**config.mk**
```make
export PLATFORM = sky130hd
export DESIGN_NAME = counting_semaphore_fifo_waiters_top
export DESIGN_NICKNAME = d
export VERILOG_FILES = /design/src/hw/rtl/csem_pkg.sv /design/src/hw/rtl/csem_ctrl.sv /design/src/hw/rtl/csem_dp.sv /design/src/hw/rtl/counting_semaphore_fifo_waiters_top.sv
export SDC_FILE = /design/constraint.sdc
export NUM_CORES = 1
export LEC_CHECK = 0
export BUFFER_PORTS_ARGS = -buffer_cell sky130_fd_sc_hd__clkbuf_2
export CELL_PAD_IN_SITES_DETAIL_PLACEMENT = 0
export CELL_PAD_IN_SITES_GLOBAL_PLACEMENT = 2
export CORE_AREA = 5 5 161 163
export CTS_BUF_LIST = sky130_fd_sc_hd__clkbuf_8 sky130_fd_sc_hd__clkbuf_16
export CTS_CLUSTER_DIAMETER = 40
export DETAILED_ROUTE_END_ITERATION = 10
export DIE_AREA = 0 0 166 168
export PLACE_DENSITY_LB_ADDON = 0.1
export REMOVE_ABC_BUFFERS = 1
export SETUP_SLACK_MARGIN = 0.3
export SKIP_LAST_GASP = 1
export SYNTH_ARGS = -nofsm -noshare
export SYNTH_HDL_FRONTEND = slang
export SYNTH_SLANG_ARGS = --single-unit
```
**constraint.sdc**
```tcl
create_clock -name clk -period 2.7 [get_ports clk]
set_input_delay 0.135 -clock clk [delete_from_list [all_inputs] [get_ports clk]]
set_output_delay 0.135 -clock clk [all_outputs]
set_load 0.05 [all_outputs]
```
**src/hw/rtl/csem_pkg.sv**
```systemverilog
package csem_pkg;

  localparam int ID_W            = 8;
  localparam int COUNT_W         = 16;
  localparam int QUEUE_DEPTH_DEF = 16;
  localparam int CFG_AW          = 2;
  localparam int CFG_DW          = 32;

  localparam logic [CFG_AW-1:0] REG_INIT_COUNT = CFG_AW'(0);

  localparam logic ACT_WAIT   = 1'b0;
  localparam logic ACT_SIGNAL = 1'b1;

  typedef enum logic [2:0] {
    ST_GRANTED = 3'd0,
    ST_BLOCKED = 3'd1,
    ST_WOKEN   = 3'd2,
    ST_INCR    = 3'd3,
    ST_ERROR   = 3'd4
  } status_t;

  typedef enum logic {
    S_IDLE = 1'b0,
    S_EXEC = 1'b1
  } ctrl_state_t;

  typedef struct packed {
    logic load;
    logic commit;
  } cmd_t;

  typedef struct packed {
    logic out_free;
  } sts_t;

endpackage

```
**src/hw/rtl/csem_ctrl.sv**
```systemverilog
module csem_ctrl (
  input  logic          clk,
  input  logic          rst_n,
  input  logic          in_valid,
  output logic          in_ready,
  input  csem_pkg::sts_t sts,
  output csem_pkg::cmd_t cmd
);
  import csem_pkg::*;

  ctrl_state_t state_r;
  ctrl_state_t state_nxt;

  always_ff @(posedge clk) begin
    if (!rst_n) begin
      state_r <= S_IDLE;
    end else begin
      state_r <= state_nxt;
    end
  end

  always_comb begin
    state_nxt = state_r;
    unique case (state_r)
      S_IDLE: begin
        if (in_valid) state_nxt = S_EXEC;
      end
      S_EXEC: begin
        if (sts.out_free) state_nxt = S_IDLE;
      end
      default: state_nxt = S_IDLE;
    endcase
  end

  always_comb begin
    in_ready   = 1'b0;
    cmd.load   = 1'b0;
    cmd.commit = 1'b0;
    unique case (state_r)
      S_IDLE: begin
        in_ready = 1'b1;
        cmd.load = in_valid;
      end
      S_EXEC: begin
        cmd.commit = sts.out_free;
      end
      default: ;
    endcase
  end

  a_accept_busy: assert property (@(posedge clk) disable iff (!rst_n)
    in_valid && in_ready |=> !in_ready)
    else $error("ready still high after an item was taken");

  a_commit_free: assert property (@(posedge clk) disable iff (!rst_n)
    cmd.commit |-> sts.out_free)
    else $error("commit while output register is occupied");

  a_commit_ready: assert property (@(posedge clk) disable iff (!rst_n)
    cmd.commit |=> in_ready)
    else $error("no return to idle after commit");

  a_cmd_excl: assert property (@(posedge clk) disable iff (!rst_n)
    $onehot0({cmd.load, cmd.commit}))
    else $error("load and commit in the same cycle");

endmodule

```
**src/hw/rtl/csem_dp.sv**
```systemverilog
module csem_dp #(
  parameter int QUEUE_DEPTH = csem_pkg::QUEUE_DEPTH_DEF
) (
  input  logic                                 clk,
  input  logic                                 rst_n,
  input  csem_pkg::cmd_t                       cmd,
  output csem_pkg::sts_t                       sts,
  input  logic                                 in_action,
  input  logic [csem_pkg::ID_W-1:0]            in_requester_id,
  output logic                                 out_valid,
  input  logic                                 out_ready,
  output logic [2:0]                           out_status,
  output logic [csem_pkg::ID_W-1:0]            out_woken_id,
  output logic [csem_pkg::COUNT_W-1:0]         out_count_now,
  output logic [$clog2(QUEUE_DEPTH+1)-1:0]     out_waiters_now,
  input  logic                                 psel,
  input  logic                                 penable,
  input  logic                                 pwrite,
  input  logic [csem_pkg::CFG_AW-1:0]          paddr,
  input  logic [csem_pkg::CFG_DW-1:0]          pwdata,
  output logic [csem_pkg::CFG_DW-1:0]          prdata
);
  import csem_pkg::*;

  localparam int PTR_W  = $clog2(QUEUE_DEPTH);
  localparam int FILL_W = $clog2(QUEUE_DEPTH + 1);
  localparam logic [PTR_W-1:0]   PTR_LAST  = PTR_W'(QUEUE_DEPTH - 1);
  localparam logic [FILL_W-1:0]  FILL_FULL = FILL_W'(QUEUE_DEPTH);
  localparam logic [COUNT_W-1:0] COUNT_MAX = '1;

  logic [ID_W-1:0]    ring [QUEUE_DEPTH];
  logic [ID_W-1:0]    rd_data_r;

  logic               action_r;
  logic [ID_W-1:0]    id_r;
  logic [COUNT_W-1:0] init_r;
  logic [COUNT_W-1:0] count_r, count_nxt;
  logic [PTR_W-1:0]   head_r, head_nxt;
  logic [PTR_W-1:0]   tail_r, tail_nxt;
  logic [FILL_W-1:0]  fill_r, fill_nxt;
  status_t            status_nxt;
  logic [ID_W-1:0]    woken_nxt;
  logic               enq;

  logic               out_valid_r;
  status_t            status_r;
  logic [ID_W-1:0]    woken_r;

  logic               cfg_wr;

  assign cfg_wr = psel && penable && pwrite && (paddr == REG_INIT_COUNT);
  assign prdata = CFG_DW'(init_r);

  assign sts.out_free = !out_valid_r || out_ready;

  always_ff @(posedge clk) begin
    if (cmd.load) begin
      action_r <= in_action;
      id_r     <= in_requester_id;
    end
  end

  // ring storage, registered read of the oldest waiter
  always_ff @(posedge clk) begin
    if (cmd.commit && enq) begin
      ring[tail_r] <= id_r;
    end
    rd_data_r <= ring[head_r];
  end

  always_comb begin
    count_nxt  = count_r;
    head_nxt   = head_r;
    tail_nxt   = tail_r;
    fill_nxt   = fill_r;
    status_nxt = ST_ERROR;
    woken_nxt  = '0;
    enq        = 1'b0;
    if (action_r == ACT_WAIT) begin
      if (count_r != '0) begin
        count_nxt  = count_r - COUNT_W'(1);
        status_nxt = ST_GRANTED;
      end else if (fill_r != FILL_FULL) begin
        enq        = 1'b1;
        tail_nxt   = (tail_r == PTR_LAST) ? '0 : tail_r + PTR_W'(1);
        fill_nxt   = fill_r + FILL_W'(1);
        status_nxt = ST_BLOCKED;
      end
    end else begin
      if (fill_r != '0) begin
        woken_nxt  = rd_data_r;
        head_nxt   = (head_r == PTR_LAST) ? '0 : head_r + PTR_W'(1);
        fill_nxt   = fill_r - FILL_W'(1);
        status_nxt = ST_WOKEN;
      end else if (count_r != COUNT_MAX) begin
        count_nxt  = count_r + COUNT_W'(1);
        status_nxt = ST_INCR;
      end
    end
  end

  always_ff @(posedge clk) begin
    if (!rst_n) begin
      init_r  <= '0;
      count_r <= '0;
      head_r  <= '0;
      tail_r  <= '0;
      fill_r  <= '0;
    end else if (cfg_wr) begin
      init_r  <= pwdata[COUNT_W-1:0];
      count_r <= pwdata[COUNT_W-1:0];
      head_r  <= '0;
      tail_r  <= '0;
      fill_r  <= '0;
    end else if (cmd.commit) begin
      count_r <= count_nxt;
      head_r  <= head_nxt;
      tail_r  <= tail_nxt;
      fill_r  <= fill_nxt;
    end
  end

  always_ff @(posedge clk) begin
    if (!rst_n) begin
      out_valid_r <= 1'b0;
    end else if (cmd.commit) begin
      out_valid_r <= 1'b1;
    end else if (out_ready) begin
      out_valid_r <= 1'b0;
    end
  end

  always_ff @(posedge clk) begin
    if (cmd.commit) begin
      status_r <= status_nxt;
      woken_r  <= woken_nxt;
    end
  end

  assign out_valid       = out_valid_r;
  assign out_status      = status_r;
  assign out_woken_id    = woken_r;
  assign out_count_now   = count_r;
  assign out_waiters_now = fill_r;

  a_fill_bound: assert property (@(posedge clk) disable iff (!rst_n)
    fill_r <= FILL_FULL)
    else $error("waiter count beyond queue depth");

  a_commit_out: assert property (@(posedge clk) disable iff (!rst_n)
    cmd.commit |=> out_valid_r)
    else $error("result not presented after commit");

  a_cfg_clear: assert property (@(posedge clk) disable iff (!rst_n)
    cfg_wr |=> (fill_r == '0) && (head_r == tail_r))
    else $error("queue not emptied by initial count write");

endmodule

```
**src/hw/rtl/counting_semaphore_fifo_waiters_top.sv**
```systemverilog
// channel   direction  handshake              payload
// in_       input      in_valid / in_ready    in_action, in_requester_id
// out_      output     out_valid / out_ready  out_status, out_woken_id,
//                                             out_count_now, out_waiters_now
// cfg       apb write  psel/penable/pwrite    paddr, pwdata, prdata (pready = 1)
//
// each item is accepted, then committed into the output register
// the ring head is read from the waiter memory in the accept cycle, registered
// commit waits while the output register holds an item not yet taken
// synchronous active-low reset: count 0, queue empty, no memory clearing pass
module counting_semaphore_fifo_waiters_top #(
  parameter int QUEUE_DEPTH = csem_pkg::QUEUE_DEPTH_DEF
) (
  input  logic                                 clk,
  input  logic                                 rst_n,
  input  logic                                 in_valid,
  output logic                                 in_ready,
  input  logic                                 in_action,
  input  logic [csem_pkg::ID_W-1:0]            in_requester_id,
  output logic                                 out_valid,
  input  logic                                 out_ready,
  output logic [2:0]                           out_status,
  output logic [csem_pkg::ID_W-1:0]            out_woken_id,
  output logic [csem_pkg::COUNT_W-1:0]         out_count_now,
  output logic [$clog2(QUEUE_DEPTH+1)-1:0]     out_waiters_now,
  input  logic                                 psel,
  input  logic                                 penable,
  input  logic                                 pwrite,
  input  logic [csem_pkg::CFG_AW-1:0]          paddr,
  input  logic [csem_pkg::CFG_DW-1:0]          pwdata,
  output logic [csem_pkg::CFG_DW-1:0]          prdata,
  output logic                                 pready
);
  import csem_pkg::*;

  cmd_t cmd;
  sts_t sts;

  assign pready = 1'b1;

  csem_ctrl u_ctrl (
    .clk      (clk),
    .rst_n    (rst_n),
    .in_valid (in_valid),
    .in_ready (in_ready),
    .sts      (sts),
    .cmd      (cmd)
  );

  csem_dp #(
    .QUEUE_DEPTH (QUEUE_DEPTH)
  ) u_dp (
    .clk             (clk),
    .rst_n           (rst_n),
    .cmd             (cmd),
    .sts             (sts),
    .in_action       (in_action),
    .in_requester_id (in_requester_id),
    .out_valid       (out_valid),
    .out_ready       (out_ready),
    .out_status      (out_status),
    .out_woken_id    (out_woken_id),
    .out_count_now   (out_count_now),
    .out_waiters_now (out_waiters_now),
    .psel            (psel),
    .penable         (penable),
    .pwrite          (pwrite),
    .paddr           (paddr),
    .pwdata          (pwdata),
    .prdata          (prdata)
  );

endmodule

```
# Yosys cells after proc, flatten, opt, wreduce, memory -nomap -nowiden

Memories as Yosys holds them, arrays and structs flattened. A register that Yosys moved wholly into a read port is not among the register bits.
Index checks and enable logic that the tools add are counted.

Input port bits: 50
RAM bits: 128
Register bits after elaboration: 67
Output and inout bits: 67
Logic and storage cells: 79
Memories kept: 1

Memories:

| name      | depth | bits a word | read ports | clocked after Yosys merged registers in | write ports | RTL line      | text |
|---|---|---|---|---|---|---|---|
| u_dp.ring | 16    | 8           | 1          | 1                                       | 1           | csem_dp.sv:31 | `logic [ID_W-1:0] ring [QUEUE_DEPTH];` |

Multiplexer cells: 30
Reductions and logical operators: 19
Equality and inequality tests: 8
Bitwise operators: 4
Add/subtract/negate cells: 6

Operators by type and width:

| kind                                                  | count |
|---|---|
| 2-to-1 mux 16 bit                                     | 6 |
| 2-to-1 mux 5 bit                                      | 4 |
| adder 16 x 1 -> 16 bit, second input constant         | 1 |
| inequality test 16 bit, second input constant         | 1 |
| nonzero test 16 bit                                   | 1 |
| subtractor 16 x 1 -> 16 bit, second input constant    | 1 |
| 2-to-1 mux 3 bit                                      | 5 |
| 2-to-1 mux 1 bit                                      | 12 |
| AND reduction 4 bit                                   | 3 |
| adder 4 x 1 -> 4 bit, second input constant           | 2 |
| == test 4 bit, second input constant                  | 2 |
| 2-to-1 mux 4 bit                                      | 2 |
| inequality test 3 bit, second input constant          | 2 |
| nonzero test 2 bit                                    | 3 |
| adder 5 x 1 -> 5 bit, second input constant           | 1 |
| inequality test 5 bit, second input constant          | 1 |
| nonzero test 5 bit                                    | 1 |
| subtractor 5 x 1 -> 5 bit, second input constant      | 1 |
| logical AND 1 bit                                     | 4 |
| NOT 1 bit                                             | 4 |
| AND reduction 3 bit                                   | 1 |
| nonzero test 3 bit                                    | 1 |
| zero test 2 bit                                       | 1 |
| inequality test 2 x 1 -> 1 bit, second input constant | 1 |
| other kinds (6)                                       | 6 |

# Longest topological paths before layout

Gate-level depths: netlist of the first run.

Depth in word-level cells: 7
Depth in mapped cells: 11
Depth with buffers taken out: 9

# Cells and area by module

From an unflattened synthesis of the first run, not the netlist that was laid out.

Cell total of the unflattened synthesis: 631
Area total of the unflattened synthesis: 8846.0 um^2

Modules (own cells, without submodules):

| module                              | cells an instance | area each (um^2) | times used |
|---|---|---|---|
| csem_dp                             | 623               | 8784.7           | 1 |
| csem_ctrl                           | 6                 | 50.0             | 1 |
| counting_semaphore_fifo_waiters_top | 2                 | 11.3             | 1 |

# Worst setup path before layout of the first run

Ideal clock, no wire load.

Kind: register -> register
Start point: register u_dp.count_r[8], in the netlist u_dp.out_count_now[8]
End point: memory u_dp.ring[3][0] (enable)
Data arrival time: 2.242 ns
Period minus slack after synthesis: 2.625 ns
Setup slack: 0.075 ns
Path buffers: 1
Setup time: 0.383 ns
Cell stages (with the launch flop): 8
Cell sequence: dfxtp_1 -> nor4_2 -> nand4_1 -> nor4_4 -> and3_1 -> buf_6 -> nand2_1 -> nor3_1

Word-level cells in the longest chain between the ends: 6

RTL lines:

| element                                | RTL line       | text |
|---|---|---|
| from (decl)                            | csem_dp.sv:37  | `logic [COUNT_W-1:0] count_r, count_nxt;` |
| from (signal assigned)                 | csem_dp.sv:111 | `count_r <= pwdata[COUNT_W-1:0];` |
| from (signal assigned)                 | csem_dp.sv:116 | `count_r <= count_nxt;` |
| nonzero test 16 bit                    | csem_dp.sv:80  | `if (count_r != '0) begin` |
| 2-to-1 mux 1 bit                       | csem_dp.sv:80  |  |
| 2-to-1 mux 1 bit                       | csem_dp.sv:79  | `if (action_r == ACT_WAIT) begin` |
| logical AND 1 bit                      | csem_dp.sv:65  | `if (cmd.commit && enq) begin` |
| 2-to-1 mux 1 bit                       | csem_dp.sv:65  |  |
| 2-to-1 mux 1 bit (not written as such) | csem_dp.sv:66  | `ring[tail_r] <= id_r;` |
| to (decl)                              | csem_dp.sv:31  |  |

Every way passes these cells.

# Worst setup path in the final report of the first run

Start point: register u_dp.action_r
End point: register u_dp.count_r[14], in the netlist u_dp.out_count_now[14]

Word-level cells in the longest chain between the ends: 3
Elaborated cells on any way between the ends: 7

RTL lines:

| element                | RTL line       | text |
|---|---|---|
| from (decl)            | csem_dp.sv:34  | `logic action_r;` |
| from (signal assigned) | csem_dp.sv:58  | `action_r <= in_action;` |
| 2-to-1 mux 16 bit      | csem_dp.sv:79  |  |
| 2-to-1 mux 16 bit      | csem_dp.sv:115 | `end else if (cmd.commit) begin` |
| 2-to-1 mux 16 bit      | csem_dp.sv:109 | `end else if (cfg_wr) begin` |

Parallel ways exist; a longest one is shown, timed or not. The select of a mux whose other input is x is not followed.
A chain may end at the register's enable or synchronous reset.

==> flow_summary.toml, run 1 <==
[route]
dr.pass1.iters = 4
drtIter0Drc = 278
viasPerCell = 4.951
wl_per_cell_um = 18.43
drc = 0
totalWireLength_mm = 20.79
vias = 5585
antenna_left = 0

[critical_path]
crit_slowest_cell = "edfxtp_1"
critPathCaptureType = "flip-flop"
start_kind = "flip-flop"
path_cells = "buf_6 -> fa_1 -> nand2b_1 -> a21oi_2 -> buf_4 -> a21oi_1 -> a22oi_1 -> xnor2_1 -> o21ai_1 -> o211a_1"
arrival_ns = 2.73
slowest_delay_ns = 0.41
worst-path-buf-inv = 2
cpLargestDelayFamily = "compound AO/OA/AOI/OAI gates"
worst_ep_required_time_ns = 3.08
timing.critical_path.fanout_max = 12
crit_type = "reg -> reg"

[cells_and_area]
fillers = 2156
multi_input_area_mm2 = 0.003152
drive_above_1_share = 0.3109
fin_area_mm2 = 0.01129
finish.net_count = 852
final_cells = 1128
regArea_mm2 = 0.005547
areaGrowthSynthToFinish_pct = 27.40
antenna_cells = 0

[synthesis]
synth.avg_cell_area_um2 = 14.18
yosys.area_share.xor_xnor = 0.01877
synth_top_area_share = 0.5014
syn_inst = 625
synthMuxAreaShare = 0.1118
ys_seq_area_frac = 0.6256
synth_edf_count = 148
async_flop_share = 0
netlist_area_mm2 = 0.008864
synth-adder-area-share = 0.03557
synth_largest_area_cell = "edfxtp_1"
synth_compound_area_frac = 0.08470
synth_top_family_by_area = "multiplexers"
synth_seq_cells = 203
synth_flop_cell = "edfxtp_1"
synth_area_leaders = "edfxtp_1 50%, dfxtp_1 12%, mux4_2 10%"
yosysUniqueCellTypes = 57
ys_warn_count = 0
synthSimpleGateAreaFrac = 0.08526

[cts]
cts_max_level = 2
clk_pin_slew_ns = 0.05
clock_latency_ns = 0.50
cts_tree = "yes"
cts_buffers = 34
cts_sinks = 203
clockBufferDepth = 3
cts-root-buf = "clkbuf_16"

[global_routing]
grt_max_degree = 38
busiest_layer = "met2"
grt_pass1_vias = 5836
grt-ovfl-total = 0
grt_antenna_before_repair = 0
grt_pass1_wl_mm = 32.93
grt_usage = 0.1495
use_met1 = 0.2130
grt_use_met2 = 0.2305
gr-usage-met3 = 0.03470

[pwr]
total_power_uw = 8630
comb_power_share = 0.127
clkPwrFrac = 0.464
p_per_area_mw_per_mm2 = 764.2
vdd_ir_drop_max_uv = 519.5
power.internal_uw = 6355
switching_share = 0.2636
switchingPower_uw = 2274
leakagePower_uw = 0.004164
p_seq_frac = 0.410

[floorplan]
rows = 57
fp.dieW_um = 166
die_area_mm2 = 0.02789
ios = 117
start_util = 0.3666
core_mm2 = 0.02418
die_y_um = 168

[sta]
whs_ns = 0.1773
fin_setup_tns_ns = 0
finalClockSkew_ns = 0.02747
drv_slew = 0
hold_viol_final = 0
finalSetupViolations = 0
rsz0062_at_grt = "true"
relSlewSlack = 0.4644
clock.fmax_mhz = 425.3
finalCritPeriodShare = 0.8708
final.min_clock_period_ns = 2.351
worst_slew_pin_slew_ns = 0.8018

[flow_run]
cap_violations = 0

[placement]
numPortBuffers = 83
place_congestion = 0.7875
dpl_cell_area_mm2 = 0.009786
place_inst = 1036
detailed_place_hpwl_mm = 13.81

[min_path]
hp-class = "in -> reg"

[run_status]
status = "completed"
==> per-layer routing <==
layer | routed length (µm) | vias to the layer above
li1 | - | 2675
met1 | 9848 | 2745
met2 | 9262 | 141
met3 | 1359 | 24
met4 | 320 | 0
met5 | 0 | -
==> placed cells by master (no fill, tap or decap), types with 4 or more instances in the layout <==
cell,count
o211a_1,8
edfxtp_1,148
a21oi_1,27
a31oi_1,5
nor4_2,4
a21o_1,7
nor2_1,36
inv_1,15
conb_1,17
and2_1,11
inv_6,5
nand2b_1,6
a21boi_0,18
nand4_1,9
ha_1,19
mux4_2,40
clkinv_2,5
mux2i_1,9
dlygate4sd3_1,27
a211oi_1,7
buf_4,36
nand2_2,4
nand2_1,50
nor3_1,5
xor2_1,9
dfxtp_1,54
clkinv_4,4
o21ai_0,18
xnor2_1,10
clkinv_1,5
nand3_1,6
clkbuf_16,35
clkbuf_2,83
==> per-stage QoR <==
step | setup WS [ns] | utilization
floorplan | -0.04392 | -
global placement | 0.2878 | 0.4048
detailed placement | 0.2768 | 0.4048
CTS | 0.2804 | 0.4606
global route | 0.2050 | 0.4671
finish | 0.3487 | 0.4671
==> logic make-up after synthesis <==
group                    Yosys count
AO/OA/AOI/OAI                    114
multiplexers                      49
buffers and inverters             62
AND/OR/NAND/NOR                  152
other                              2
adder cells (fa/ha/maj)           24
XOR/XNOR                          19
flip-flops                       203
==> repair_timing <==
action | in CTS | in global routing
hold buffers | 27 | 0
hold endpoints to repair | 40 | 0
setup buffers | 0 | 2
gates resized for setup | 1 | 32
cloned | 0 | 1
endpoints found under the setup margin | 10 | 100
pin swaps | 0 | 3
==> worst paths after layout <==
path,start,end,slack (ns),cells past startpoint
setup / recovery,u_dp.action_r,u_dp.out_count_now[14],0.35,10
hold / removal,rst_n,u_dp.out_count_now[8],0.18,3
setup reg to reg,u_dp.action_r,u_dp.out_count_now[14],0.35,10
hold reg to reg,u_dp.init_r[11],u_dp.init_r[11],0.46,2
==> area by class of cell <==
cell class,instances,share of cell area
clock buffers,34,0.07535
well taps,324,0.03590
inverters,12,0.003989
multi-input cells,375,0.2791
clock inverters,28,0.02028
flip-flops and latches,203,0.4912
repair buffers,152,0.09418
==> cell usage after synthesis (2+ instances only) <==
master and number:
edfxtp_1 148, dfxtp_1 55, nand2_1 53, mux4_2 40, nor2_1 39, a21oi_1 31, clkbuf_1 22, ha_1 22
o21ai_0 21, a21boi_0 18, buf_4 17, inv_1 12, and2_1 11, xnor2_1 10, mux2i_1 9, nand4_1 9
xor2_1 9, o211a_1 8, a211oi_1 7, a21o_1 7, buf_2 7, nor3_1 7, nand2b_1 6, nand3_1 6
a31oi_1 5, nor4_1 4, nor4_2 3, a311oi_1 2, and4_1 2, buf_6 2, conb_1 2, fa_1 2
nand3b_1 2, o211ai_1 2, o31ai_1 2, or4_1 2
==> power groups by stage <==
stage	sequential, µW	clock [µW]	combinational [µW]
final	3540	4000	1090
after global routing	3550	4270	1190
after CTS	3530	4120	1050
after detailed placement	3600	0	1010
after global placement	3590	0	1010
after floorplan	3770	0	516
==> flip-flops by register name (all words and copies together), names as in the netlist <==
register              flops
u_ctrl.state_r            1
u_dp.action_r             1
u_dp.head_r               4
u_dp.id_r                 8
u_dp.init_r              16
u_dp.out_count_now       16
u_dp.out_status           3
u_dp.out_valid            1
u_dp.out_waiters_now      5
u_dp.out_woken_id         8
u_dp.rd_data_r            8
u_dp.ring               128
u_dp.tail_r               4
==> tightest hold or removal path: cells and delay by family <==
family,cells,cell delay (ns)
buffers and inverters,2,0.33
AOI/OAI and AO/OA,1,0.14
(Power assumes the default switching activity.)
==> inputs of run 2 (changes only) <==
- CORE_AREA: 5 5 161 163 -> 2 2 158 160
- DIE_AREA: 0 0 166 168 -> 0 0 160 162
==> flow_summary.toml, run 2 (synthesis results as in run 1) <==
[global_routing]
busiest_layer = "met2"
gr-usage-met3 = 0.03141
grt_pass1_wl_mm = 34.24
use_met1 = 0.2526
grt_antenna_before_repair = 0
grt_usage = 0.1729
grt_use_met2 = 0.2629
grt-ovfl-total = 0
grt_pass1_vias = 5826
grt_max_degree = 37

[route]
vias = 5787
totalWireLength_mm = 22.06
dr.pass1.iters = 5
wl_per_cell_um = 19.21
antenna_left = 0
viasPerCell = 5.041
drc = 0
drtIter0Drc = 378

[cells_and_area]
fillers = 2168
areaGrowthSynthToFinish_pct = 33.65
mostFrequentLayoutCells = "148 x edfxtp_1, 83 x clkbuf_2, 53 x dfxtp_1, 52 x buf_4, 49 x nand2_1"
antenna_cells = 0
fin_area_mm2 = 0.01185
drive_above_1_share = 0.3604
regArea_mm2 = 0.005548
mostFrequentLayoutCell = "edfxtp_1"
finish.net_count = 875
largest_reg_flops = 128
multi_input_area_mm2 = 0.003407
regMostFlops = "u_dp.ring"

[sta]
worst_slew_pin_slew_ns = 0.7940
hold_viol_final = 0
relSlewSlack = 0.4696
finalSetupViolations = 0
final.min_clock_period_ns = 2.389
fin_setup_tns_ns = 0
finalCritPeriodShare = 0.8847
drv_slew = 0
rsz0062_at_grt = "true"
finalClockSkew_ns = 0.03503
clock.fmax_mhz = 418.6

[placement]
numPortBuffers = 83
dpl_cell_area_mm2 = 0.009808
place_congestion = 0.8163
detailed_place_hpwl_mm = 14.12

[cts]
cts_sinks = 203
cts_buffers = 36
cts-root-buf = "clkbuf_16"
cts_max_level = 2
cts_tree = "yes"
clock_latency_ns = 0.52
clockBufferDepth = 3
clk_pin_slew_ns = 0.04

[run_status]
status = "completed"

[floorplan]
rows = 57
start_util = 0.3677
die_y_um = 162
ios = 117
core_mm2 = 0.02411
die_area_mm2 = 0.02592
fp.dieW_um = 160

[pwr]
leakagePower_uw = 0.004348
total_power_uw = 9095
vdd_ir_drop_max_uv = 527.7
p_per_area_mw_per_mm2 = 767.7

[critical_path]
crit_type = "reg -> reg"
timing.critical_path.fanout_max = 5
worst_ep_required_time_ns = 3.07
start_kind = "flip-flop"
critPathCaptureType = "flip-flop"
arrival_ns = 2.76

[min_path]
hp-class = "in -> reg"

[flow_run]
cap_violations = 0
-- run 2: cell types whose count changed in the layout (fill, tap and decap cells not counted), sizes merged --
cell	delta
clkbuf	+4
clkinvlp	+3
buf	+21
inv	-2
clkinv	-6
-- run 2: report_power, final --
group / total, µW / switching, µW / internal [µW]
registers: 3550 / 114 / 3440
clock network: 4240 / 1540 / 2700
logic: 1310 / 759 / 547
total: 9090 / 2420 / 6680
-- run 2: timing repair --
item / CTS / global route
hold buffers: 27 / 0
buffers inserted: 10 / 8
gates cloned: 2 / 1
gates resized for setup: 22 / 57
hold endpoints to repair: 38 / 0
endpoints found under the setup margin: 75 / 128
pin swaps: 5 / 24
-- run 2: stage by stage --
| step | hold slack [ns] | instances | setup slack [ns] | util |
|---|---|---|---|---|
| final | 0.07366 | 1148 | 0.3113 | 0.4914 |
| after global routing | 0.08822 | 1148 | 0.2311 | 0.4914 |
| after CTS | 0.07730 | 1139 | 0.2620 | 0.4759 |
| after detailed placement | 0.3141 | 1039 | 0.1015 | 0.4069 |
| after global placement | 0.3126 | 1039 | 0.1380 | 0.4069 |
| after floorplan | 0.2339 | 590 | -0.04392 | - |
-- run 2: worst paths after layout --
check / from / to / slack, ns / depth (start not counted)
worst max-delay path: u_dp.action_r / u_dp.out_count_now[13] / 0.31 / 10
worst min register to register: u_dp.init_r[12] / u_dp.init_r[12] / 0.46 / 2
worst min-delay path: rst_n / u_dp.out_count_now[14] / 0.07 / 2
worst max register to register: u_dp.action_r / u_dp.out_count_now[13] / 0.31 / 10
-- run 2: layer usage --
| layer | vias to the layer above | share of wire |
|---|---|---|
| met5 | - | 0 |
| met2 | 152 | 0.45 |
| met1 | 2887 | 0.48 |
| li1 | 2712 | - |
| met3 | 36 | 0.046 |
| met4 | 0 | 0.020 |
-- run 2: critical path: stages (launching register included) --
cell and delay [ns]:
edfxtp_1 0.42, inv_4 0.09, clkbuf_16 0.18, ha_1 0.32, a211oi_2 0.09, or2_4 0.28, a2111oi_4 0.39, nor2_2 0.09
xnor2_2 0.15, mux2i_1 0.15, a21oi_1 0.08
-- run 2: cell type report --
cell class                 instances  share of cell area
clock buffer                      38             0.07837
multi-input combinational        375              0.2876
sequential                       203              0.4683
tap                              324             0.03422
clock inverter                    23             0.01933
inverter                          12            0.004014
timing repair buffer             173              0.1082
